## src/fcf_pkg.sv

```systemverilog
`timescale 1ns / 1ps
// Shared types and constants of the FIR convolution filter.
package fcf_pkg;

  localparam int SAMPLE_W = 16;
  localparam int COEF_W   = 18;
  localparam int PROD_W   = SAMPLE_W + COEF_W;
  localparam int ACC_W    = 48;
  localparam int FRAC_W   = 17;
  localparam int SEL_W    = 2;
  localparam int TAPS_W   = 7;
  localparam int CFG_IDX_W = 1;
  localparam int IN_DATA_W = 48;
  localparam int IN_USER_W = 3;

  localparam logic [TAPS_W-1:0] TAPS_RST = 7'd125;

  localparam logic [CFG_IDX_W-1:0] REG_FILTER_SELECT = 1'd0;
  localparam logic [CFG_IDX_W-1:0] REG_ACTIVE_TAPS   = 1'd1;

  typedef enum logic [1:0] {
    ACT_LOAD   = 2'd0,
    ACT_SAMPLE = 2'd1,
    ACT_FLUSH  = 2'd2
  } fcf_action_e;

  typedef enum logic [1:0] {
    ST_IDLE  = 2'd0,
    ST_MAC   = 2'd1,
    ST_DRAIN = 2'd2
  } fcf_state_e;

  typedef struct packed {
    logic push;
    logic clr;
    logic shift;
  } fcf_cell_ctrl_t;

endpackage

```

## src/fcf_mac.sv

```systemverilog
`timescale 1ns / 1ps
// Multiply-accumulate unit with rounding and 16-bit saturation.
module fcf_mac (
  input  logic                                 clk_i,
  input  logic                                 rst_ni,
  input  logic                                 start_i,
  input  logic                                 vld_i,
  input  logic signed [fcf_pkg::SAMPLE_W-1:0]  samp_i,
  input  logic signed [fcf_pkg::COEF_W-1:0]    coef_i,
  output logic                                 busy_o,
  output logic signed [fcf_pkg::SAMPLE_W-1:0]  filtered_o,
  output logic                                 sat_o
);

  localparam int YW = fcf_pkg::ACC_W - fcf_pkg::FRAC_W;
  localparam logic signed [YW-1:0] YMax = YW'(32767);
  localparam logic signed [YW-1:0] YMin = YW'(-32768);
  localparam logic signed [fcf_pkg::ACC_W-1:0] RndHalf =
    fcf_pkg::ACC_W'(1 << (fcf_pkg::FRAC_W - 1));

  logic signed [fcf_pkg::PROD_W-1:0] prod_q;
  logic                              pvld_q;
  logic signed [fcf_pkg::ACC_W-1:0]  acc_q;
  logic signed [fcf_pkg::ACC_W-1:0]  rnd;
  logic signed [YW-1:0]              y;

  always_ff @(posedge clk_i or negedge rst_ni) begin
    if (!rst_ni) begin
      pvld_q <= 1'b0;
    end else begin
      pvld_q <= vld_i;
    end
  end

  always_ff @(posedge clk_i) begin
    if (vld_i) begin
      prod_q <= fcf_pkg::PROD_W'(samp_i) * fcf_pkg::PROD_W'(coef_i);
    end
    if (start_i) begin
      acc_q <= '0;
    end else if (pvld_q) begin
      acc_q <= acc_q + fcf_pkg::ACC_W'(prod_q);
    end
  end

  // floor((acc + 2^16) / 2^17), then clip
  always_comb begin
    rnd = acc_q + RndHalf;
    y   = $signed(rnd[fcf_pkg::ACC_W-1:fcf_pkg::FRAC_W]);
    if (y > YMax) begin
      filtered_o = fcf_pkg::SAMPLE_W'(YMax);
      sat_o      = 1'b1;
    end else if (y < YMin) begin
      filtered_o = fcf_pkg::SAMPLE_W'(YMin);
      sat_o      = 1'b1;
    end else begin
      filtered_o = y[fcf_pkg::SAMPLE_W-1:0];
      sat_o      = 1'b0;
    end
  end

  assign busy_o = pvld_q;

endmodule

```

## config.mk

```make
export PLATFORM = sky130hd
export DESIGN_NAME = fcf_mac
export DESIGN_NICKNAME = d
export VERILOG_FILES = /design/src/fcf_pkg.sv /design/src/fcf_mac.sv
export SDC_FILE = /design/constraint.sdc
export NUM_CORES = 1
export LEC_CHECK = 0
export ABC_AREA = 1
export BUFFER_PORTS_ARGS = -buffer_cell sky130_fd_sc_hd__buf_2
export CAP_MARGIN = 20
export CELL_PAD_IN_SITES_DETAIL_PLACEMENT = 1
export CELL_PAD_IN_SITES_GLOBAL_PLACEMENT = 2
export CORE_ASPECT_RATIO = 0.9
export CORE_MARGIN = 4
export CORE_UTILIZATION = 38
export DETAILED_ROUTE_END_ITERATION = 6
export MAX_ROUTING_LAYER = met4
export PLACE_DENSITY_LB_ADDON = 0.2
export SLEW_MARGIN = 20
export SYNTH_ARGS = -nofsm -noshare
export SYNTH_HDL_FRONTEND = slang
export SYNTH_SLANG_ARGS = --single-unit
export TNS_END_PERCENT = 10
```

## constraint.sdc

```tcl
create_clock -name clk_i -period 2.95 [get_ports clk_i]
set_input_delay 0.1475 -clock clk_i [delete_from_list [all_inputs] [get_ports clk_i]]
set_output_delay 0.1475 -clock clk_i [all_outputs]
set_load 0.02 [all_outputs]
```

==> key figures <==
Run status
  • Status: complete, but fails checks
  • Failing checks: negative setup slack

GRT
  • Overall Global Routing Usage: between 20% and 30%
  • Vias in the first global route: 20000
  • Grt total ovfl: 0
  • Largest net degree at the start of global routing: 49
  • Global-route wire length before repair: between 100 and 150 mm
  • Antenna violations before repair: 2

Clock network
  • Number of H-tree levels: 3
  • CTS Root Cell: clkbuf_16
  • Clock Path Buffers: 2
  • Clk sink count: 83
  • Clk_lat worst skew: about 0.36 ns
  • Clock-pin slew on the worst setup and hold paths: 0.07 ns
  • CTS buffer count: 9
  • CTS tree: yes

Logic synthesis
  • Post-Syn Nets: around 3200
  • Cell area after synthesis: 0.0191 sq mm
  • Syn_area_per_cell: 6.86 sq um
  • Sequential area share after synthesis: 10.5%
  • Synth Warn #: 0
  • Mapped Cells: 2780
  • Unique masters post-synth: 41
  • Flop and latch count out of synthesis: 83

Worst setup path
  • CP peak stage delay: 0.59 ns
  • CP required: 3.06 ns
  • Worst-path cell chain: buf_6, inv_8, buf_12, buf_6, or2_4, fa_1, inv_2, fa_1, fa_1, fa_2, inv_2, fa_1, fa_1, inv_2, ha_4, nand2_2, nor2_2, inv_2, nor3_4, inv_1, nor2_1, nor2_1, o21ai_1, xor2_1
  • Slowest cell on crit path: fa_2
  • Type of the worst setup path: input pin to flip-flop
  • CP arrival: 5.09 ns
  • Worst R2R End: acc_q[32]
  • CP Capture Type: flip-flop
  • R2R depth: 15
  • RR Startpoint: acc_q[0]
  • Critical Path Fanout Max: 8
  • Top cell by count, worst path: fa_1
  • CP startpoint kind: input pin
  • R2r setup slk: 0.24 ns

STA
  • Final Skew: 0.0143 ns
  • Minimum clock period: ~5 ns
  • Setup TNS: -47.62 ns
  • Max_slew headroom: 29.0%
  • Worst Tran Pin Value: ~1.1 ns
  • Post-route clock period utilization: 169%
  • Final slew viol count: 0
  • Fin. Hold Viols: 0
  • Final setup vio count: 28
  • F_max: ~200 MHz
  • RSZ-0062 raised after global routing: yes
  • Final WS setup: -2.03 ns

Placed design
  • PortBufs: 55
  • Dpl hpwl: 56.5 mm
  • Routability cong.: 0.920

Job
  • Number of max-cap violations: 0

Final layout
  • Sequential Area: 0.00203 sq mm
  • Fill cells: around 6400
  • Layout cells sized above 1: 17.1%
  • Final Core Density: a little under half
  • P&R area growth vs syn: 22.2%
  • Footprint of the multi-input gates: 0.0150 sq mm
  • Nets: 3452

Routing
  • Vias per cell: 4.85
  • WL final: between 60 and 70 mm
  • Mean routed wirelength per cell: roughly 18 um
  • Routed Antenna Nets: 0
  • DRC viols: 0
  • DR iter-0 viols: 903
  • Pre-antenna DRT Iters: 5
  • Vias: between 15000 and 20000

Floorplan
  • DIE AREA: 0.0539 sq mm
  • Die X: 244 um
  • Total core area: 0.0494 sq mm
  • Row count: 77
  • I/O pin count: 56
  • Initial core utilization: 38.6%
  • Die Y: 221 um

Worst hold path
  • Hold Crit Class: input pin to asynchronous set/reset pin
[per-layer routing]
layer / vias up / wire, um / track usage (%)
met2: 231 / 30300 / 43.0
met4: 0 / 679 / 3.37
met5: - / 0 / -
met3: 55 / 2040 / 2.34
met1: 8903 / 31800 / 35.1
li1: 8590 / - / -
[cells by family (layout without fill, tap and decap cells)]
logic type      after synthesis  count (layout)  synth area share (%)
compound gates              218             218                  6.16
flops                        83              83                  10.5
other cells                   0               2                     0
fa+ha+maj                   425             425                  39.3
xor+xnor                     72              72                  3.31
simple gates               1173            1173                  24.7
buf+inv                     809            1023                  16.0
[registers in the layout, summed over array words and instances, names as in the netlist]
name,cells
acc_q,48
busy_o,1
prod_q,34
[cells in the final DEF, fill, tap and decap left out, drive strengths merged, types with 6 or more instances in the layout]
master,synthesis,routed
a21o,6,6
a21oi,115,115
buf,6,274
clkbuf,71,10
dfxtp,48,48
edfxtp,34,34
fa,291,291
ha,134,134
inv,732,734
nand2,797,797
nand3,94,94
nand4,24,24
nor2,227,227
nor3,15,15
o21ai,71,71
o21bai,13,13
or2,6,6
xnor2,16,16
xor2,56,56
[timing repair]
action                                  in CTS  in global routing
hold buffers                                 1                  0
endpoints found under the hold margin        1                  0
pin swaps                                  115                 54
endpoints found under the setup margin      44                 45
setup buffers                               13                  6
gates cloned                                 1                  0
resized for setup                          186                 73
[metrics by stage]
step                      hold slack (ns)  std cells  cell area, sq um  setup slack [ns]
after global routing                0.110       3667             23300             -2.22
after global placement            -0.0776       3628             22000             -2.72
final                              0.0949       3667             23300             -2.03
after CTS                          0.0836       3659             23100             -2.02
after detailed placement          -0.0747       3628             22000             -2.84
after floorplan                    -0.148       2780             19800             -2.11
[worst max-delay path, delay by kind of cell]
| family | cells | cell delay, ns |
|---|---|---|
| AND/OR/NAND/NOR | 6 | 0.70 |
| AO/OA/AOI/OAI | 1 | 0.10 |
| XOR/XNOR | 1 | 0.09 |
| buffers and inverters | 9 | 0.66 |
| adder cells (fa/ha/maj) | 7 | 3.39 |
[synthesized netlist by cell type (all sizes together)]
library cell,number,area share [%]
a21oi,115,3.0
a21o,6,0.24
nand2b,1,0.033
nand3,94,2.5
a211oi,1,0.039
clkbuf,71,1.4
o21bai,13,0.51
o21ai,71,1.9
o21a,1,0.039
edfxtp,34,5.4
nand4,24,0.79
a221oi,1,0.046
dfrtp,1,0.13
nor4,2,0.066
and3,2,0.066
o221ai,2,0.092
nor2,227,4.7
a31oi,2,0.066
xnor2,16,0.73
a31o,2,0.092
o211ai,2,0.079
and2,4,0.13
a21boi,2,0.079
xor2,56,2.6
nand2,797,16
nand3b,1,0.039
or2,6,0.20
buf,6,0.20
fa,291,31
ha,134,8.8
nor3,15,0.39
inv,732,14
dfxtp,48,5.0
[worst max path at each step]
stage / startpoint / to / depth (start not counted)
floorplan: samp_i[5] / prod_q[33] / 24
global placement: samp_i[15] / prod_q[25] / 19
detailed placement: samp_i[6] / prod_q[31] / 19
CTS: samp_i[5] / prod_q[32] / 21
global route: samp_i[4] / prod_q[30] / 24
finish: samp_i[15] / prod_q[33] / 24
[cell type report]
type | instances | area share (%)
clock inverter | 6 | 0.199
tap | 671 | 3.60
timing repair buffer | 275 | 10.3
sequential | 83 | 8.70
inverter | 732 | 11.8
antenna | 2 | 0.0215
multi-input combinational | 1888 | 64.3
clock buffer | 10 | 1.07
Power is not shown: default switching activity piles up to over one toggle a cycle in this logic, so the estimate is an artifact.
