### src/fcf_pkg.sv
`timescale 1ns / 1ps
// Shared types and constants of the FIR convolution filter.
package fcf_pkg;

  localparam int SAMPLE_W = 16;
  localparam int COEF_W   = 18;
  localparam int PROD_W   = SAMPLE_W + COEF_W;
  localparam int ACC_W    = 48;
  localparam int FRAC_W   = 17;
  localparam int SEL_W    = 2;
  localparam int TAPS_W   = 7;
  localparam int CFG_IDX_W = 1;
  localparam int IN_DATA_W = 48;
  localparam int IN_USER_W = 3;

  localparam logic [TAPS_W-1:0] TAPS_RST = 7'd125;

  localparam logic [CFG_IDX_W-1:0] REG_FILTER_SELECT = 1'd0;
  localparam logic [CFG_IDX_W-1:0] REG_ACTIVE_TAPS   = 1'd1;

  typedef enum logic [1:0] {
    ACT_LOAD   = 2'd0,
    ACT_SAMPLE = 2'd1,
    ACT_FLUSH  = 2'd2
  } fcf_action_e;

  typedef enum logic [1:0] {
    ST_IDLE  = 2'd0,
    ST_MAC   = 2'd1,
    ST_DRAIN = 2'd2
  } fcf_state_e;

  typedef struct packed {
    logic push;
    logic clr;
    logic shift;
  } fcf_cell_ctrl_t;

endpackage

### src/fcf_cell.sv
`timescale 1ns / 1ps
// One tap cell: a history sample and a working copy that shifts toward the head.
module fcf_cell (
  input  logic                                 clk_i,
  input  logic                                 rst_ni,
  input  fcf_pkg::fcf_cell_ctrl_t              ctrl_i,
  input  logic signed [fcf_pkg::SAMPLE_W-1:0]  sample_i,
  input  logic signed [fcf_pkg::SAMPLE_W-1:0]  work_i,
  output logic signed [fcf_pkg::SAMPLE_W-1:0]  hist_o,
  output logic signed [fcf_pkg::SAMPLE_W-1:0]  work_o
);

  logic signed [fcf_pkg::SAMPLE_W-1:0] hist_q, hist_d;
  logic signed [fcf_pkg::SAMPLE_W-1:0] work_q;

  assign hist_d = ctrl_i.clr ? '0 : sample_i;

  always_ff @(posedge clk_i or negedge rst_ni) begin
    if (!rst_ni) begin
      hist_q <= '0;
      work_q <= '0;
    end else if (ctrl_i.push) begin
      hist_q <= hist_d;
      work_q <= hist_d;
    end else if (ctrl_i.shift) begin
      work_q <= work_i;
    end
  end

  assign hist_o = hist_q;
  assign work_o = work_q;

endmodule

### config.mk
export PLATFORM = sky130hd
export DESIGN_NAME = fcf_cell
export DESIGN_NICKNAME = d
export VERILOG_FILES = /design/src/fcf_pkg.sv /design/src/fcf_cell.sv
export SDC_FILE = /design/constraint.sdc
export NUM_CORES = 1
export LEC_CHECK = 0
export CORE_ASPECT_RATIO = 0.8
export CORE_MARGIN = 4
export CORE_UTILIZATION = 54
export CTS_CLUSTER_SIZE = 10
export DETAILED_ROUTE_END_ITERATION = 10
export DONT_BUFFER_PORTS = 1
export PLACE_DENSITY = 0.69
export SYNTH_ARGS = -nofsm -noshare
export SYNTH_HDL_FRONTEND = slang
export SYNTH_SLANG_ARGS = --single-unit
### constraint.sdc
create_clock -name clk_i -period 0.8 [get_ports clk_i]
set_input_delay 0.12 -clock clk_i [delete_from_list [all_inputs] [get_ports clk_i]]
set_output_delay 0.12 -clock clk_i [all_outputs]
set_load 0.1 [all_outputs]
==> flow_summary.html, run 1 <==
<table>
<tr><th>Metric</th><th>Value</th></tr>
<tr><th colspan="2">Synthesis</th></tr>
<tr><td>Multiplexer share of the synthesized area</td><td>0.1173</td></tr>
<tr><td>Netlist area before placement</td><td>between 0.001 and 0.0015 mm2</td></tr>
<tr><td>Library cells used by synthesis</td><td>12</td></tr>
<tr><td>Largest family of logic cells by synthesized area</td><td>compound AO/OA/AOI/OAI gates</td></tr>
<tr><td>Post-synthesis compound-gate area fraction</td><td>0.1173</td></tr>
<tr><td>Cell accounting for the most synthesized area</td><td>dfrtp_1</td></tr>
<tr><td>Count leader, synth</td><td>dfrtp_1</td></tr>
<tr><td>Ys async rst share</td><td>1.000</td></tr>
<tr><td>Ranking of synthesized cells by instance count</td><td>32 x dfrtp_1, 22 x o21ai_0, 16 x inv_1, 16 x mux2i_1, 16 x nand3b_1</td></tr>
<tr><td>Share of the synthesized netlist area taken by xor and xnor gates</td><td>0</td></tr>
<tr><td>Synth Area in Simple Gates</td><td>0.08799</td></tr>
<tr><td>Mapped Cells</td><td>between 100 and 150</td></tr>
<tr><td>Number of nets in the synthesized netlist</td><td>approximately 160</td></tr>
<tr><td>Dominant synthesized flop cell</td><td>dfrtp_1</td></tr>
<tr><td>Number of synthesis warnings</td><td>0</td></tr>
<tr><td>Part of the Yosys area used for sequential elements</td><td>0.5866</td></tr>
<tr><td>Cell types with the largest area share after synthesis</td><td>dfrtp_1 59%, mux2i_1 12%, nand3b_1 8.8%</td></tr>
<tr><td>Area fraction of the dominant cell type after synthesis</td><td>0.5866</td></tr>
<tr><td>Mean post-synth cell area</td><td>about 11 um2</td></tr>
<tr><td>Number of storage elements in the synthesis netlist</td><td>32</td></tr>
<tr><td>Adder and majority gate portion of the synthesized area</td><td>0</td></tr>
<tr><td>Post-synth EDFFs</td><td>0</td></tr>
<tr><th colspan="2">Place</th></tr>
<tr><td>Setup slack at placement</td><td>-0.04001 ns</td></tr>
<tr><td>Half-perimeter wire length after detailed placement</td><td>around 2300 um</td></tr>
<tr><td>Routability-driven placement congestion ratio</td><td>around 0.74</td></tr>
<tr><td>Port buffer count</td><td>0</td></tr>
<tr><th colspan="2">Floorplan</th></tr>
<tr><td>Initial Utilization</td><td>0.5635</td></tr>
<tr><td>Row count</td><td>16</td></tr>
<tr><td>Y dimension of the die</td><td>roughly 53 um</td></tr>
<tr><td>Die extent in x</td><td>64.21 um</td></tr>
<tr><td>Top Ports</td><td>around 70</td></tr>
<tr><th colspan="2">Status</th></tr>
<tr><td>Outcome</td><td>aborted with a tool error</td></tr>
<tr><td>Tool error</td><td>[ERROR DPL-0038] Utilization greater than 100%, impossible to legalize</td></tr>
<tr><td>Stage reached</td><td>global routing</td></tr>
<tr><th colspan="2">Clock tree</th></tr>
<tr><td>Root Buffer Master</td><td>clkbuf_4</td></tr>
<tr><td>Inserted Clock Buffers</td><td>5</td></tr>
<tr><td>TritonCTS sink count</td><td>32</td></tr>
<tr><td>Maximum level of the CTS H-tree</td><td>2</td></tr>
<tr><td>CTS max path bufs</td><td>2</td></tr>
<tr><th colspan="2">Global route</th></tr>
<tr><td>Pin count of the biggest net entering global routing</td><td>between 40 and 50</td></tr>
<tr><th colspan="2">STA</th></tr>
<tr><td>Classification of the worst endpoint</td><td>top-level output</td></tr>
<tr><td>Worst Endpoint after GRT Repair</td><td>hist_o[6]</td></tr>
</table>
-- stage by stage --
stage / util / cells / cell area [um2] / setup TNS (ns)
2_1_floorplan: - / 120 / 1485 / -3.310
3_3_place_gp: 0.7872 / 180 / 1907 / -0.03656
3_5_place_dp: 0.7872 / 180 / 1907 / -0.2154
4_1_cts: 0.9525 / 200 / 2307 / -11.37
-- cell families after synthesis --
logic type | after synthesis
AND/OR/NAND/NOR | 16
multiplexers | 16
flip-flops | 32
buffers and inverters | 24
AO/OA/AOI/OAI | 32
-- timing repair --
item | 4_1_cts
setup endpoints to repair | 41
buffers inserted | 12
endpoints found under the hold margin | 64
gates resized for setup | 65
==> inputs of run 2 (changes only) <==
==> config.mk (replaced) <==
export PLATFORM = sky130hd
export DESIGN_NAME = fcf_cell
export DESIGN_NICKNAME = d
export VERILOG_FILES = /design/src/fcf_pkg.sv /design/src/fcf_cell.sv
export SDC_FILE = /design/constraint.sdc
export NUM_CORES = 1
export LEC_CHECK = 0
export CORE_AREA = 4 4 65 67
export DETAILED_ROUTE_END_ITERATION = 10
export DIE_AREA = 0 0 69 71
export DONT_BUFFER_PORTS = 1
export PLACE_DENSITY_LB_ADDON = 0.15
export SYNTH_ARGS = -nofsm -noshare
export SYNTH_HDL_FRONTEND = slang
export SYNTH_SLANG_ARGS = --single-unit
==> constraint.sdc (replaced) <==
create_clock -name clk_i -period 1 [get_ports clk_i]
set_input_delay 0.15 -clock clk_i [delete_from_list [all_inputs] [get_ports clk_i]]
set_output_delay 0.15 -clock clk_i [all_outputs]
set_load 0.1 [all_outputs]
==> run 2 against run 1 <==
Synthesized cell count did not move. The flow now finishes, with violations (negative hold slack, negative setup slack). Synthesized area unchanged.
==> flow_summary.html, run 2 <==
<table>
<tr><th>Metric</th><th>Value</th></tr>
<tr><th colspan="2">Status</th></tr>
<tr><td>Outcome</td><td>finished, violations left</td></tr>
<tr><td>Violations in the final reports</td><td>negative hold slack, negative setup slack</td></tr>
<tr><th colspan="2">Global route</th></tr>
<tr><td>Number of global-route vias before repair</td><td>1103</td></tr>
<tr><td>Overall fraction of global-route tracks in use</td><td>0.1453</td></tr>
<tr><td>Antenna violations before repair</td><td>0</td></tr>
<tr><td>GRT overflow</td><td>0</td></tr>
<tr><td>Pin count of the biggest net entering global routing</td><td>approximately 50</td></tr>
<tr><td>Global-route wire length before repair</td><td>roughly 5600 um</td></tr>
<tr><th colspan="2">Synthesis</th></tr>
<tr><td>Dominant synthesized flop cell</td><td>dfrtp_1</td></tr>
<tr><td>Number of synthesis warnings</td><td>0 (unchanged)</td></tr>
<tr><td>Ys async rst share</td><td>1.000 (unchanged)</td></tr>
<tr><td>Number of storage elements in the synthesis netlist</td><td>32 (unchanged)</td></tr>
<tr><td>Ranking of synthesized cells by instance count</td><td>32 x dfrtp_1, 22 x o21ai_0, 16 x inv_1, 16 x mux2i_1, 16 x nand3b_1</td></tr>
<tr><td>Post-synth EDFFs</td><td>0 (unchanged)</td></tr>
<tr><td>Count leader, synth</td><td>dfrtp_1</td></tr>
<tr><td>Number of nets in the synthesized netlist</td><td>157 (unchanged)</td></tr>
<tr><td>Netlist area before placement</td><td>0.001365 mm2 (unchanged)</td></tr>
<tr><td>Cell types with the largest area share after synthesis</td><td>dfrtp_1 59%, mux2i_1 12%, nand3b_1 8.8%</td></tr>
<tr><td>Mapped Cells</td><td>120 (unchanged)</td></tr>
<tr><td>Cell accounting for the most synthesized area</td><td>dfrtp_1</td></tr>
<tr><td>Part of the Yosys area used for sequential elements</td><td>0.5866 (unchanged)</td></tr>
<tr><td>Area fraction of the dominant cell type after synthesis</td><td>0.5866 (unchanged)</td></tr>
<tr><td>Library cells used by synthesis</td><td>12 (unchanged)</td></tr>
<tr><td>Mean post-synth cell area</td><td>11.38 um2 (unchanged)</td></tr>
<tr><th colspan="2">Floorplan</th></tr>
<tr><td>Core outline area</td><td>0.003633 mm2</td></tr>
<tr><td>Die extent in x</td><td>69 um (+7.5%)</td></tr>
<tr><td>Y dimension of the die</td><td>71 um (+34%)</td></tr>
<tr><td>Die outline area</td><td>just under 0.005 mm2</td></tr>
<tr><td>Top Ports</td><td>69 (unchanged)</td></tr>
<tr><td>Initial Utilization</td><td>0.3757 (-0.1878)</td></tr>
<tr><td>Row count</td><td>22 (+6)</td></tr>
<tr><th colspan="2">STA</th></tr>
<tr><td>Minimum clock period after layout</td><td>roughly 1.0 ns</td></tr>
<tr><td>Final setup skew</td><td>0 ns</td></tr>
<tr><td>Fin crit share</td><td>1.026</td></tr>
<tr><td>Worst-Margin Slew</td><td>0.1906 ns</td></tr>
<tr><td>Final setup violating endpoints</td><td>32</td></tr>
<tr><td>Final Hold Vio Count</td><td>28</td></tr>
<tr><td>Worst slew slack as a fraction of its limit</td><td>0.8716</td></tr>
<tr><td>RSZ-0062 raised after global routing</td><td>yes</td></tr>
<tr><td>Min setup slack post-route</td><td>-0.02579 ns</td></tr>
<tr><td>Maximum achievable frequency</td><td>between 0.9 and 1 GHz</td></tr>
<tr><td>Final number of max-transition violations</td><td>0</td></tr>
<tr><td>Worst hold slack</td><td>-0.02985 ns</td></tr>
<tr><td>Total negative setup slack</td><td>-0.5891 ns</td></tr>
<tr><th colspan="2">Power and ir drop</th></tr>
<tr><td>Leakage component of the power</td><td>roughly 0.92 nW</td></tr>
<tr><td>Worst voltage drop across the vdd grid</td><td>0.9601 mV</td></tr>
<tr><td>Power density over cell area</td><td>between 1500 and 2000 mW/mm2</td></tr>
<tr><th colspan="2">Detailed routing</th></tr>
<tr><td>Number of DRC markers in iteration 0</td><td>44</td></tr>
<tr><td>Vias per cell</td><td>just under 5</td></tr>
<tr><td>Remaining antenna violation count after routing</td><td>0</td></tr>
<tr><td>Post-detailed-route DRC marker count</td><td>0</td></tr>
<tr><td>Wire length per cell</td><td>roughly 16 um</td></tr>
<tr><td>Routed Wire Length</td><td>~3200 um</td></tr>
<tr><td>TritonRoute pass-1 iters</td><td>4</td></tr>
<tr><td>Via Count</td><td>992</td></tr>
<tr><th colspan="2">Layout</th></tr>
<tr><td>Layout cell share with drive strength beyond 1</td><td>0.4645</td></tr>
<tr><td>Commonest non-fill, non-tap cell in the layout</td><td>buf_12</td></tr>
<tr><td>Number of standard cells in the layout, taps in and fillers out</td><td>approximately 200</td></tr>
<tr><td>Number of nets in the final layout</td><td>191</td></tr>
<tr><td>P&amp;R area growth vs syn</td><td>58.94%</td></tr>
<tr><td>Number of fill cells</td><td>301</td></tr>
<tr><td>Commonest cells after routing, fill and taps aside</td><td>33 x buf_12, 32 x dfrtp_2, 22 x o21ai_0</td></tr>
<tr><td>Antenna cell count</td><td>0</td></tr>
<tr><th colspan="2">Setup path</th></tr>
<tr><td>Worst path slowest cell</td><td>dfrtp_2</td></tr>
<tr><td>Endpoint of the worst register-to-register path</td><td>work_o[1]$_DFFE_PN0P_</td></tr>
<tr><td>Critical Path Stages</td><td>1</td></tr>
<tr><td>Worst Path Required</td><td>approximately 0.85 ns</td></tr>
<tr><td>Crit path buffers/inverters</td><td>1</td></tr>
<tr><td>Worst R2R Start</td><td>work_o[1]$_DFFE_PN0P_</td></tr>
<tr><td>Register-to-Register Path Depth</td><td>2</td></tr>
<tr><td>Sort of element at the end of the critical path</td><td>primary output</td></tr>
<tr><td>Worst setup slack for register-to-register paths</td><td>0.23 ns</td></tr>
<tr><td>Largest driver fanout on the critical path</td><td>2</td></tr>
<tr><td>Worst setup path startpoint</td><td>work_o[5]$_DFFE_PN0P_</td></tr>
<tr><td>Termination of the worst setup path</td><td>work_o[5]</td></tr>
<tr><td>CP cell instances</td><td>buf_12</td></tr>
<tr><td>Biggest cell delay along the critical path</td><td>roughly 0.43 ns</td></tr>
<tr><td>Critical path startpoint category</td><td>register</td></tr>
<tr><td>Critical Setup Path Class</td><td>register to primary output</td></tr>
<tr><td>Arrival time of data at the critical path endpoint</td><td>0.88 ns</td></tr>
<tr><td>Family of cells with the greatest summed delay on the critical path</td><td>flip-flops</td></tr>
<tr><th colspan="2">Run</th></tr>
<tr><td>Count of maximum capacitance violations</td><td>0</td></tr>
<tr><th colspan="2">Min path</th></tr>
<tr><td>Min-Delay Startpoint</td><td>ctrl_i[2]</td></tr>
<tr><td>Instance count along the most critical hold path</td><td>1</td></tr>
<tr><td>Type of the worst min-delay path</td><td>input port to register</td></tr>
<tr><th colspan="2">Clock tree</th></tr>
<tr><td>CTS max path bufs</td><td>2 (unchanged)</td></tr>
<tr><td>Register clock-pin slew on the reported worst setup and hold paths</td><td>approximately 0.06 ns</td></tr>
<tr><td>Clock insertion delay at the later pin of the skew report</td><td>0.27 ns</td></tr>
<tr><td>TritonCTS sink count</td><td>32 (unchanged)</td></tr>
<tr><td>Maximum level of the CTS H-tree</td><td>2 (unchanged)</td></tr>
<tr><td>Hold buffer count at cts</td><td>2</td></tr>
<tr><td>CTS tree</td><td>built</td></tr>
<tr><td>Resized cells post-CTS</td><td>0 (-100%)</td></tr>
<tr><td>Inserted Clock Buffers</td><td>5 (unchanged)</td></tr>
<tr><td>Root Buffer Master</td><td>clkbuf_8</td></tr>
<tr><th colspan="2">Place</th></tr>
<tr><td>Half-perimeter wire length after detailed placement</td><td>2381 um (+3.4%)</td></tr>
<tr><td>Number of placed instances, taps included</td><td>192 (+6.7%)</td></tr>
<tr><td>Port buffer count</td><td>0 (unchanged)</td></tr>
<tr><td>Routability-driven placement congestion ratio</td><td>0.7165 (-3.8%)</td></tr>
</table>
-- run 2: cells by family (layout without fill, tap and decap cells) --
| group | count (synthesis) | after routing | share of synthesized area |
|---|---|---|---|
| buffers and inverters | 24 | 59 | 0.09074 |
| flip-flops | 32 | 32 | 0.5866 |
| AO/OA/AOI/OAI | 32 | 32 | 0.1173 |
| AND/OR/NAND/NOR | 16 | 16 | 0.08800 |
| multiplexers | 16 | 16 | 0.1173 |
-- run 2: area by class of cell --
cell class,instances,area [um2],share of cell area
clock buffer,8,90.09,0.04152
inverter,16,60.06,0.02768
multi-input combinational,64,440.4,0.2030
sequential,32,840.8,0.3875
tap,48,60.06,0.02768
timing repair buffer,35,678.2,0.3126
-- run 2: repair_timing --
| item | in CTS | in global routing |
|---|---|---|
| setup endpoints to repair | 32 | 32 |
| hold endpoints to repair | 63 | 28 |
| buffers inserted | 0 | 1 |
-- run 2: worst min path at each step --
stage | endpoint | slack (ns)
2_1_floorplan | hist_o[0]$_DFFE_PN0P_ | -0.15
3_3_place_gp | hist_o[10]$_DFFE_PN0P_ | -0.14
3_5_place_dp | hist_o[10]$_DFFE_PN0P_ | -0.14
4_1_cts | work_o[13]$_DFFE_PN0P_ | -0.05
5_1_grt | work_o[10]$_DFFE_PN0P_ | -0.05
6_report | work_o[9]$_DFFE_PN0P_ | -0.03
-- run 2: report_power, final --
group          internal [mW]  total (mW)  switching, mW
Sequential              1.43        1.55          0.121
Clock                  0.560       0.988          0.427
Combinational          0.520        1.48          0.962
-- run 2: per-stage QoR --
stage,cell area [um2],power (mW),setup slack [ns],utilization,hold WS (ns)
2_1_floorplan,1405,2.496,0.003720,-,-0.1456
3_3_place_gp,2042,3.003,0.2686,0.5620,-0.1445
3_5_place_dp,2042,3.022,0.2282,0.5620,-0.1445
4_1_cts,2162,4.072,-0.04227,0.5950,-0.05290
5_1_grt,2170,4.194,-0.06427,0.5971,-0.04735
6_report,2170,4.016,-0.02579,0.5971,-0.02985
-- run 2: metal layers --
metal  up-vias  track usage  wire length (um)
li1        471            -                 -
met1       473       0.1665              1244
met2        41       0.2288              1616
met3         7      0.07670               294
met4         0      0.05857                52
met5         -            0                 0
Note: power is estimated with default switching activity, not from simulation.
==> inputs of run 3 (changes only) <==
--- a/config.mk
+++ b/config.mk
@@ -10,6 +10,7 @@
 export DIE_AREA = 0 0 69 71
 export DONT_BUFFER_PORTS = 1
 export PLACE_DENSITY_LB_ADDON = 0.15
+export RECOVER_POWER = 100
 export SYNTH_ARGS = -nofsm -noshare
 export SYNTH_HDL_FRONTEND = slang
 export SYNTH_SLANG_ARGS = --single-unit
==> run 3 against run 2 <==
The flow still finishes with violations (negative hold slack, negative setup slack). Non-clock buffer count unchanged. Count of clock-buffer cells in the layout unchanged. Hold slack improved by 0.0047 ns. Combinational power about the same. Register-to-register slack got worse by 0.02 ns. Cell area decreased by 0.58%. Global-route usage unchanged. Clock power about the same. Core utilization decreased by 0.34 points. Sequential share of layout area increased by 0.22 points. Critical endpoint unchanged. Largest cell class unchanged.
==> flow_summary.html, run 3 (same netlist as run 2, synthesis figures left out) <==
<table>
<tr><th>Metric</th><th>Value</th></tr>
<tr><th colspan="2">Floorplan</th></tr>
<tr><td>Die extent in x</td><td>69 um (unchanged)</td></tr>
<tr><td>Row count</td><td>22 (unchanged)</td></tr>
<tr><td>Y dimension of the die</td><td>71 um (unchanged)</td></tr>
<tr><td>Die outline area</td><td>0.004899 mm2 (unchanged)</td></tr>
<tr><td>Core outline area</td><td>0.003633 mm2 (unchanged)</td></tr>
<tr><td>Initial Utilization</td><td>0.3757 (unchanged)</td></tr>
<tr><td>Top Ports</td><td>69 (unchanged)</td></tr>
<tr><th colspan="2">Run</th></tr>
<tr><td>Count of maximum capacitance violations</td><td>0 (unchanged)</td></tr>
<tr><th colspan="2">Detailed routing</th></tr>
<tr><td>Routed Wire Length</td><td>3249 um (+1.3%)</td></tr>
<tr><td>Number of DRC markers in iteration 0</td><td>49 (+11%)</td></tr>
<tr><td>Remaining antenna violation count after routing</td><td>0 (unchanged)</td></tr>
<tr><td>Highest signal layer in the routed design</td><td>met4</td></tr>
<tr><td>TritonRoute pass-1 iters</td><td>4 (unchanged)</td></tr>
<tr><td>Metal2 WL</td><td>1648 um (+2.0%)</td></tr>
<tr><td>Vias per cell</td><td>4.857 (-0.60%)</td></tr>
<tr><td>Wire length per cell</td><td>16.00 um (+1.3%)</td></tr>
<tr><td>WL met3</td><td>274 um (-6.8%)</td></tr>
<tr><td>Post-detailed-route DRC marker count</td><td>0 (unchanged)</td></tr>
<tr><td>DRT met1 WL</td><td>1273 um (+2.3%)</td></tr>
<tr><td>Via Count</td><td>986 (-0.60%)</td></tr>
<tr><th colspan="2">Min path</th></tr>
<tr><td>Min-Delay Startpoint</td><td>ctrl_i[2]</td></tr>
<tr><td>Instance count along the most critical hold path</td><td>1 (unchanged)</td></tr>
<tr><td>Sink of the worst hold path</td><td>hist_o[2]$_DFFE_PN0P_</td></tr>
<tr><td>Type of the worst min-delay path</td><td>input port to register</td></tr>
<tr><th colspan="2">Layout</th></tr>
<tr><td>Number of fill cells</td><td>303 (+0.66%)</td></tr>
<tr><td>Number of nets in the final layout</td><td>191 (unchanged)</td></tr>
<tr><td>P&amp;R area growth vs syn</td><td>58.02%</td></tr>
<tr><td>Area of all placed cells without fillers</td><td>0.002157 mm2 (-0.58%)</td></tr>
<tr><td>Commonest cells after routing, fill and taps aside</td><td>32 x o21ai_0, 32 x dfrtp_2, 32 x buf_12</td></tr>
<tr><td>Layout cell share with drive strength beyond 1</td><td>0.4645 (unchanged)</td></tr>
<tr><td>Antenna cell count</td><td>0 (unchanged)</td></tr>
<tr><th colspan="2">Clock tree</th></tr>
<tr><td>Hold buffer count at cts</td><td>2 (unchanged)</td></tr>
<tr><td>CTS max path bufs</td><td>2 (unchanged)</td></tr>
<tr><td>Register clock-pin slew on the reported worst setup and hold paths</td><td>0.06 ns (about the same)</td></tr>
<tr><td>Clock insertion delay at the later pin of the skew report</td><td>0.27 ns (about the same)</td></tr>
<tr><td>Inserted Clock Buffers</td><td>5 (unchanged)</td></tr>
<tr><td>CTS tree</td><td>built</td></tr>
<tr><td>TritonCTS sink count</td><td>32 (unchanged)</td></tr>
<tr><td>Root Buffer Master</td><td>clkbuf_8</td></tr>
<tr><td>Maximum level of the CTS H-tree</td><td>2 (unchanged)</td></tr>
<tr><th colspan="2">Power and ir drop</th></tr>
<tr><td>Leakage component of the power</td><td>0.9166 nW (-0.59%)</td></tr>
<tr><td>Worst voltage drop across the vdd grid</td><td>0.9601 mV (about the same)</td></tr>
<tr><td>Power Total</td><td>4.007 mW (-0.23%)</td></tr>
<tr><td>Power density over cell area</td><td>1858 mW/mm2 (+0.35%)</td></tr>
<tr><th colspan="2">Setup path</th></tr>
<tr><td>Worst Path Required</td><td>0.85 ns (about the same)</td></tr>
<tr><td>Crit path buffers/inverters</td><td>1 (unchanged)</td></tr>
<tr><td>CP cell instances</td><td>buf_12</td></tr>
<tr><td>Worst path slowest cell</td><td>dfrtp_2</td></tr>
<tr><td>Worst setup slack for register-to-register paths</td><td>0.21 ns (-0.02 ns)</td></tr>
<tr><td>Arrival time of data at the critical path endpoint</td><td>0.88 ns (about the same)</td></tr>
<tr><td>Largest driver fanout on the critical path</td><td>2 (unchanged)</td></tr>
<tr><td>Endpoint of the worst register-to-register path</td><td>work_o[11]$_DFFE_PN0P_</td></tr>
<tr><td>Worst R2R Start</td><td>work_o[11]$_DFFE_PN0P_</td></tr>
<tr><td>Register-to-Register Path Depth</td><td>2 (unchanged)</td></tr>
<tr><td>Biggest cell delay along the critical path</td><td>0.43 ns (about the same)</td></tr>
<tr><td>Critical Setup Path Class</td><td>register to primary output</td></tr>
<tr><td>Family of cells with the greatest summed delay on the critical path</td><td>flip-flops</td></tr>
<tr><td>Critical path startpoint category</td><td>register</td></tr>
<tr><td>Sort of element at the end of the critical path</td><td>primary output</td></tr>
<tr><th colspan="2">STA</th></tr>
<tr><td>RSZ-0062 raised after global routing</td><td>yes</td></tr>
<tr><td>Worst-Margin Slew</td><td>0.4337 ns (+0.2431 ns)</td></tr>
<tr><td>Worst hold slack</td><td>-0.02520 ns (+0.004652 ns)</td></tr>
<tr><td>Minimum clock period after layout</td><td>1.027 ns (+0.001516 ns)</td></tr>
<tr><td>Final setup violating endpoints</td><td>32 (unchanged)</td></tr>
<tr><td>Worst slew slack as a fraction of its limit</td><td>0.7109 (-0.1607)</td></tr>
<tr><td>Final setup skew</td><td>0 ns (unchanged)</td></tr>
<tr><td>Final Hold Vio Count</td><td>27 (-3.6%)</td></tr>
<tr><td>Min setup slack post-route</td><td>-0.02731 ns (-0.001515 ns)</td></tr>
<tr><td>Total negative setup slack</td><td>-0.6574 ns (-0.06837 ns)</td></tr>
<tr><td>Fin crit share</td><td>1.027 (+0.001516)</td></tr>
<tr><td>Final number of max-transition violations</td><td>0 (unchanged)</td></tr>
<tr><td>Maximum achievable frequency</td><td>0.9734 GHz (-0.15%)</td></tr>
<tr><th colspan="2">Global route</th></tr>
<tr><td>Overall fraction of global-route tracks in use</td><td>0.1453 (unchanged)</td></tr>
<tr><td>Antenna violations before repair</td><td>0 (unchanged)</td></tr>
<tr><td>Number of global-route vias before repair</td><td>1103 (unchanged)</td></tr>
<tr><td>Global-route wire length before repair</td><td>5561 um (unchanged)</td></tr>
<tr><td>Pin count of the biggest net entering global routing</td><td>49 (unchanged)</td></tr>
<tr><td>GRT overflow</td><td>0 (unchanged)</td></tr>
<tr><th colspan="2">Status</th></tr>
<tr><td>Outcome</td><td>finished, violations left</td></tr>
<tr><td>Violations in the final reports</td><td>negative hold slack, negative setup slack</td></tr>
<tr><th colspan="2">Place</th></tr>
<tr><td>Port buffer count</td><td>0 (unchanged)</td></tr>
<tr><td>Half-perimeter wire length after detailed placement</td><td>2381 um (unchanged)</td></tr>
<tr><td>Placed cell areas</td><td>0.002042 mm2 (unchanged)</td></tr>
<tr><td>Routability-driven placement congestion ratio</td><td>0.7165 (unchanged)</td></tr>
</table>
## run 3: changes by cell type in the layout (fill, tap and decap cells not counted)
cell,previous run,this run
clkbuf_4,0,2
o21ai_0,22,32
buf_12,33,32
o21ai_1,10,0
buf_4,1,0
## run 3: layout make-up
type,instances,area [um2],share of cell area
flip-flops and latches,32,840.8,0.3898
repair buffers,35,665.6,0.3086
multi-input cells,64,440.4,0.2042
clock buffers,8,90.09,0.04176
inverters,16,60.06,0.02784
well taps,48,60.06,0.02784
## run 3: repair_timing
item / in CTS / in global routing
pin swaps: 0 / 0
setup buffers: 0 / 1
endpoints found under the setup margin: 32 / 32
endpoints found under the hold margin: 63 / 28
gates resized for setup: 0 / 0
## run 3: how the worst max path moves through the flow
| stage | endpoint | from | depth (start not counted) |
|---|---|---|---|
| after floorplan | work_o[0]$_DFFE_PN0P_ | work_o[0]$_DFFE_PN0P_ | 2 |
| after global placement | work_o[4]$_DFFE_PN0P_ | work_o[4]$_DFFE_PN0P_ | 2 |
| after detailed placement | work_o[11]$_DFFE_PN0P_ | work_o[11]$_DFFE_PN0P_ | 2 |
| after CTS | hist_o[8] | hist_o[8]$_DFFE_PN0P_ | 1 |
| after global routing | work_o[7] | work_o[7]$_DFFE_PN0P_ | 1 |
| final | work_o[5] | work_o[5]$_DFFE_PN0P_ | 1 |
## run 3: report_power, final
part | switching [mW] | total (mW) | leakage [nW] | internal (mW)
sequential | 0.120 | 1.55 | 0.368 | 1.43
clock | 0.431 | 0.991 | 0.0455 | 0.560
combinational | 0.958 | 1.47 | 0.503 | 0.511
total | 1.51 | 4.01 | 0.917 | 2.50
## run 3: per-stage QoR
stage / utilization / instances / setup WS, ns / hold WS, ns
CTS: 0.5950 / 202 / -0.04227 / -0.05290
finish: 0.5937 / 203 / -0.02731 / -0.02520
global placement: 0.5620 / 192 / 0.2686 / -0.1445
detailed placement: 0.5620 / 192 / 0.2282 / -0.1445
floorplan: - / 120 / 0.003720 / -0.1456
global route: 0.5937 / 203 / -0.06427 / -0.03876
## run 3: per-layer routing
layer  global-route usage  vias up
met2               0.2288       41
met5                    0        -
met1               0.1665      467
met4              0.05857        0
met3              0.07670        6
li1                     -      472
==> inputs of run 4 (changes only) <==
--- a/config.mk
+++ b/config.mk
@@ -5,12 +5,12 @@
 export SDC_FILE = /design/constraint.sdc
 export NUM_CORES = 1
 export LEC_CHECK = 0
+export BUFFER_PORTS_ARGS = -buffer_cell sky130_fd_sc_hd__buf_2
 export CORE_AREA = 4 4 65 67
 export DETAILED_ROUTE_END_ITERATION = 10
 export DIE_AREA = 0 0 69 71
-export DONT_BUFFER_PORTS = 1
 export PLACE_DENSITY_LB_ADDON = 0.15
-export RECOVER_POWER = 100
+export RECOVER_POWER = 25
 export SYNTH_ARGS = -nofsm -noshare
 export SYNTH_HDL_FRONTEND = slang
 export SYNTH_SLANG_ARGS = --single-unit
==> constraint.sdc (replaced) <==
create_clock -name clk_i -period 1 [get_ports clk_i]
set_input_delay 0.25 -clock clk_i [delete_from_list [all_inputs] [get_ports clk_i]]
set_output_delay 0.25 -clock clk_i [all_outputs]
set_load 0.1 [all_outputs]
==> run 4 against run 3 <==
First-iteration DRC count fell by 14%. Via count rose by 15%. Clock skew unchanged. The run ends with negative setup slack left. Count of clock-buffer cells in the layout unchanged. Non-clock buffer count is 41 higher. Critical endpoint is now work_o[6]. Flip-flop and latch count unchanged. Sequential share of layout area is 4.3 points lower. Sequential power about the same. Register-to-register slack got worse by 0.07 ns. Largest cell class is now non-clock buffers.
==> flow_summary.html, run 4 (same netlist as run 2, synthesis figures left out) <==
<table>
<tr><th>Metric</th><th>Value</th></tr>
<tr><th colspan="2">Status</th></tr>
<tr><td>Outcome</td><td>finished, violations left</td></tr>
<tr><td>Violations in the final reports</td><td>negative setup slack</td></tr>
<tr><th colspan="2">Detailed routing</th></tr>
<tr><td>Routed Wire Length</td><td>3397 um (+4.6%)</td></tr>
<tr><td>Via Count</td><td>1132 (+15%)</td></tr>
<tr><td>Wire length per cell</td><td>13.92 um (-13%)</td></tr>
<tr><td>Remaining antenna violation count after routing</td><td>0 (unchanged)</td></tr>
<tr><td>Post-detailed-route DRC marker count</td><td>0 (unchanged)</td></tr>
<tr><td>TritonRoute pass-1 iters</td><td>3 (-1)</td></tr>
<tr><td>Number of DRC markers in iteration 0</td><td>42 (-14%)</td></tr>
<tr><td>Vias per cell</td><td>4.639 (-4.5%)</td></tr>
<tr><th colspan="2">Min path</th></tr>
<tr><td>Type of the worst min-delay path</td><td>input port to register</td></tr>
<tr><th colspan="2">Power and ir drop</th></tr>
<tr><td>Internal power contribution</td><td>2.584 mW (+3.4%)</td></tr>
<tr><td>Register share of total power</td><td>0.370 (-0.016)</td></tr>
<tr><td>Power share of the clock group</td><td>0.239 (-0.008)</td></tr>
<tr><td>Power density over cell area</td><td>1724 mW/mm2 (-7.2%)</td></tr>
<tr><td>Leakage component of the power</td><td>1.102 nW (+20%)</td></tr>
<tr><td>Net switching power</td><td>1.597 mW (+5.8%)</td></tr>
<tr><td>Worst voltage drop across the vdd grid</td><td>1.134 mV (+18%)</td></tr>
<tr><td>Logic gate share of total power</td><td>0.390 (+0.024)</td></tr>
<tr><td>Share of total power consumed by net switching</td><td>0.3820 (+0.005377)</td></tr>
<tr><th colspan="2">Setup path</th></tr>
<tr><td>CP cell instances</td><td>buf_12</td></tr>
<tr><td>Termination of the worst setup path</td><td>work_o[6]</td></tr>
<tr><td>Arrival time of data at the critical path endpoint</td><td>0.88 ns (about the same)</td></tr>
<tr><td>Largest driver fanout on the critical path</td><td>2 (unchanged)</td></tr>
<tr><td>Worst Path Required</td><td>0.75 ns (-0.10 ns)</td></tr>
<tr><td>Sort of element at the end of the critical path</td><td>primary output</td></tr>
<tr><td>Endpoint of the worst register-to-register path</td><td>work_o[12]$_DFFE_PN0P_</td></tr>
<tr><td>Biggest cell delay along the critical path</td><td>0.43 ns (about the same)</td></tr>
<tr><td>Worst R2R Start</td><td>work_o[12]$_DFFE_PN0P_</td></tr>
<tr><td>Critical Path Stages</td><td>1 (unchanged)</td></tr>
<tr><td>Crit path buffers/inverters</td><td>1 (unchanged)</td></tr>
<tr><td>Critical path startpoint category</td><td>register</td></tr>
<tr><td>Critical Setup Path Class</td><td>register to primary output</td></tr>
<tr><td>Worst setup path startpoint</td><td>work_o[6]$_DFFE_PN0P_</td></tr>
<tr><td>Worst setup slack for register-to-register paths</td><td>0.14 ns (-0.07 ns)</td></tr>
<tr><td>Worst path slowest cell</td><td>dfrtp_2</td></tr>
<tr><td>Family of cells with the greatest summed delay on the critical path</td><td>flip-flops</td></tr>
<tr><td>Register-to-Register Path Depth</td><td>3 (+1)</td></tr>
<tr><th colspan="2">STA</th></tr>
<tr><td>Fin crit share</td><td>1.131 (+0.1040)</td></tr>
<tr><td>Total negative setup slack</td><td>-3.922 ns (-3.265 ns)</td></tr>
<tr><td>Final setup skew</td><td>0 ns (unchanged)</td></tr>
<tr><td>Min setup slack post-route</td><td>-0.1313 ns (-0.1040 ns)</td></tr>
<tr><td>Worst slew slack as a fraction of its limit</td><td>0.7307 (+0.01981)</td></tr>
<tr><td>Final Hold Vio Count</td><td>0 (-100%)</td></tr>
<tr><td>Final number of max-transition violations</td><td>0 (unchanged)</td></tr>
<tr><td>RSZ-0062 raised after global routing</td><td>yes</td></tr>
<tr><td>Worst-Margin Slew</td><td>0.4039 ns (-0.02972 ns)</td></tr>
<tr><td>Final setup violating endpoints</td><td>32 (unchanged)</td></tr>
<tr><td>Worst hold slack</td><td>0.2307 ns (+0.2559 ns)</td></tr>
<tr><td>Maximum achievable frequency</td><td>0.8839 GHz (-9.2%)</td></tr>
<tr><td>Minimum clock period after layout</td><td>1.131 ns (+0.1040 ns)</td></tr>
<tr><th colspan="2">Layout</th></tr>
<tr><td>Layout cell share with drive strength beyond 1</td><td>0.5765 (+0.1120)</td></tr>
<tr><td>P&amp;R area growth vs syn</td><td>77.64%</td></tr>
<tr><td>Antenna cell count</td><td>0 (unchanged)</td></tr>
<tr><td>Area of all placed cells without fillers</td><td>0.002425 mm2 (+12%)</td></tr>
<tr><td>Commonest cells after routing, fill and taps aside</td><td>36 x buf_2, 36 x buf_12, 32 x dfrtp_2, 22 x o21ai_0</td></tr>
<tr><td>Number of nets in the final layout</td><td>232 (+21%)</td></tr>
<tr><td>Total area of sequential cells</td><td>840.8 um2 (unchanged)</td></tr>
<tr><td>Combined area of the multi-input logic cells</td><td>440.4 um2 (unchanged)</td></tr>
<tr><td>Number of fill cells</td><td>285 (-5.9%)</td></tr>
<tr><td>Number of standard cells in the layout, taps in and fillers out</td><td>244 (+20%)</td></tr>
<tr><th colspan="2">Clock tree</th></tr>
<tr><td>Register clock-pin slew on the reported worst setup and hold paths</td><td>0.06 ns (about the same)</td></tr>
<tr><td>Resized cells post-CTS</td><td>0 (unchanged)</td></tr>
<tr><td>Maximum level of the CTS H-tree</td><td>2 (unchanged)</td></tr>
<tr><td>Root Buffer Master</td><td>clkbuf_8</td></tr>
<tr><td>CTS tree</td><td>built</td></tr>
<tr><td>Clock insertion delay at the later pin of the skew report</td><td>0.28 ns (about the same)</td></tr>
<tr><td>CTS max path bufs</td><td>2 (unchanged)</td></tr>
<tr><td>TritonCTS sink count</td><td>32 (unchanged)</td></tr>
<tr><td>Inserted Clock Buffers</td><td>5 (unchanged)</td></tr>
<tr><th colspan="2">Global route</th></tr>
<tr><td>Pin count of the biggest net entering global routing</td><td>33 (-33%)</td></tr>
<tr><td>Number of global-route vias before repair</td><td>1227 (+11%)</td></tr>
<tr><td>GRT overflow</td><td>0 (unchanged)</td></tr>
<tr><td>Global-route wire length before repair</td><td>5823 um (+4.7%)</td></tr>
<tr><td>Antenna violations before repair</td><td>0 (unchanged)</td></tr>
<tr><td>Overall fraction of global-route tracks in use</td><td>0.1482 (+0.002880)</td></tr>
<tr><th colspan="2">Floorplan</th></tr>
<tr><td>Core outline area</td><td>0.003633 mm2 (unchanged)</td></tr>
<tr><td>Row count</td><td>22 (unchanged)</td></tr>
<tr><td>Initial Utilization</td><td>0.3757 (unchanged)</td></tr>
<tr><td>Die outline area</td><td>0.004899 mm2 (unchanged)</td></tr>
<tr><td>Y dimension of the die</td><td>71 um (unchanged)</td></tr>
<tr><td>Top Ports</td><td>69 (unchanged)</td></tr>
<tr><td>Die extent in x</td><td>69 um (unchanged)</td></tr>
<tr><th colspan="2">Place</th></tr>
<tr><td>Port buffer count</td><td>68 (+68)</td></tr>
<tr><td>Number of placed instances, taps included</td><td>233 (+21%)</td></tr>
<tr><td>Routability-driven placement congestion ratio</td><td>0.7511 (+4.8%)</td></tr>
<tr><td>Placed cell areas</td><td>0.002322 mm2 (+14%)</td></tr>
<tr><td>Half-perimeter wire length after detailed placement</td><td>2588 um (+8.7%)</td></tr>
<tr><th colspan="2">Run</th></tr>
<tr><td>Count of maximum capacitance violations</td><td>0 (unchanged)</td></tr>
</table>
run 4: per-stage QoR:
step | setup WS, ns | power (mW) | util
global route | -0.1609 | 4.347 | 0.6674
floorplan | 0.003720 | 2.496 | -
finish | -0.1313 | 4.181 | 0.6674
CTS | -0.1468 | 4.232 | 0.6667
detailed placement | 0.04198 | 3.213 | 0.6391
global placement | 0.08395 | 3.192 | 0.6391
run 4: power groups by stage:
stage               Combinational (mW)  Sequential (mW)  Clock [mW]
finish                            1.63             1.55        1.00
CTS                               1.64             1.55        1.04
global route                      1.70             1.56        1.09
detailed placement                1.64             1.57           0
global placement                  1.62             1.57           0
floorplan                        0.180             2.32           0
run 4: cell type report:
class | instances | share of cell area
Clock buffer | 8 | 0.03715
Inverter | 16 | 0.02477
Tap cell | 48 | 0.02477
Sequential cell | 32 | 0.3467
Multi-Input combinational cell | 64 | 0.1816
Timing Repair Buffer | 76 | 0.3849
run 4: per-layer routing:
| layer | vias up | GRT usage | part of all wire | routed length [um] |
|---|---|---|---|---|
| li1 | 556 | - | - | - |
| met4 | 0 | 0.04555 | 0.0088 | 30 |
| met3 | 4 | 0.07386 | 0.085 | 289 |
| met5 | - | 0 | 0 | 0 |
| met2 | 42 | 0.2383 | 0.51 | 1739 |
| met1 | 530 | 0.1743 | 0.39 | 1338 |
run 4: worst min path at each step:
stage / startpoint / endpoint / depth (start not counted)
2_1_floorplan: rst_ni / hist_o[0]$_DFFE_PN0P_ / 0
3_3_place_gp: rst_ni / hist_o[10]$_DFFE_PN0P_ / 2
3_5_place_dp: rst_ni / hist_o[10]$_DFFE_PN0P_ / 2
4_1_cts: sample_i[4] / work_o[4]$_DFFE_PN0P_ / 3
5_1_grt: sample_i[13] / hist_o[13]$_DFFE_PN0P_ / 3
6_report: sample_i[4] / work_o[4]$_DFFE_PN0P_ / 3
run 4: what timing repair did:
action | CTS | global route
setup buffers | 0 | 2
hold buffers | 1 | 0
setup endpoints to repair | 32 | 32
hold endpoints to repair | 32 | 0
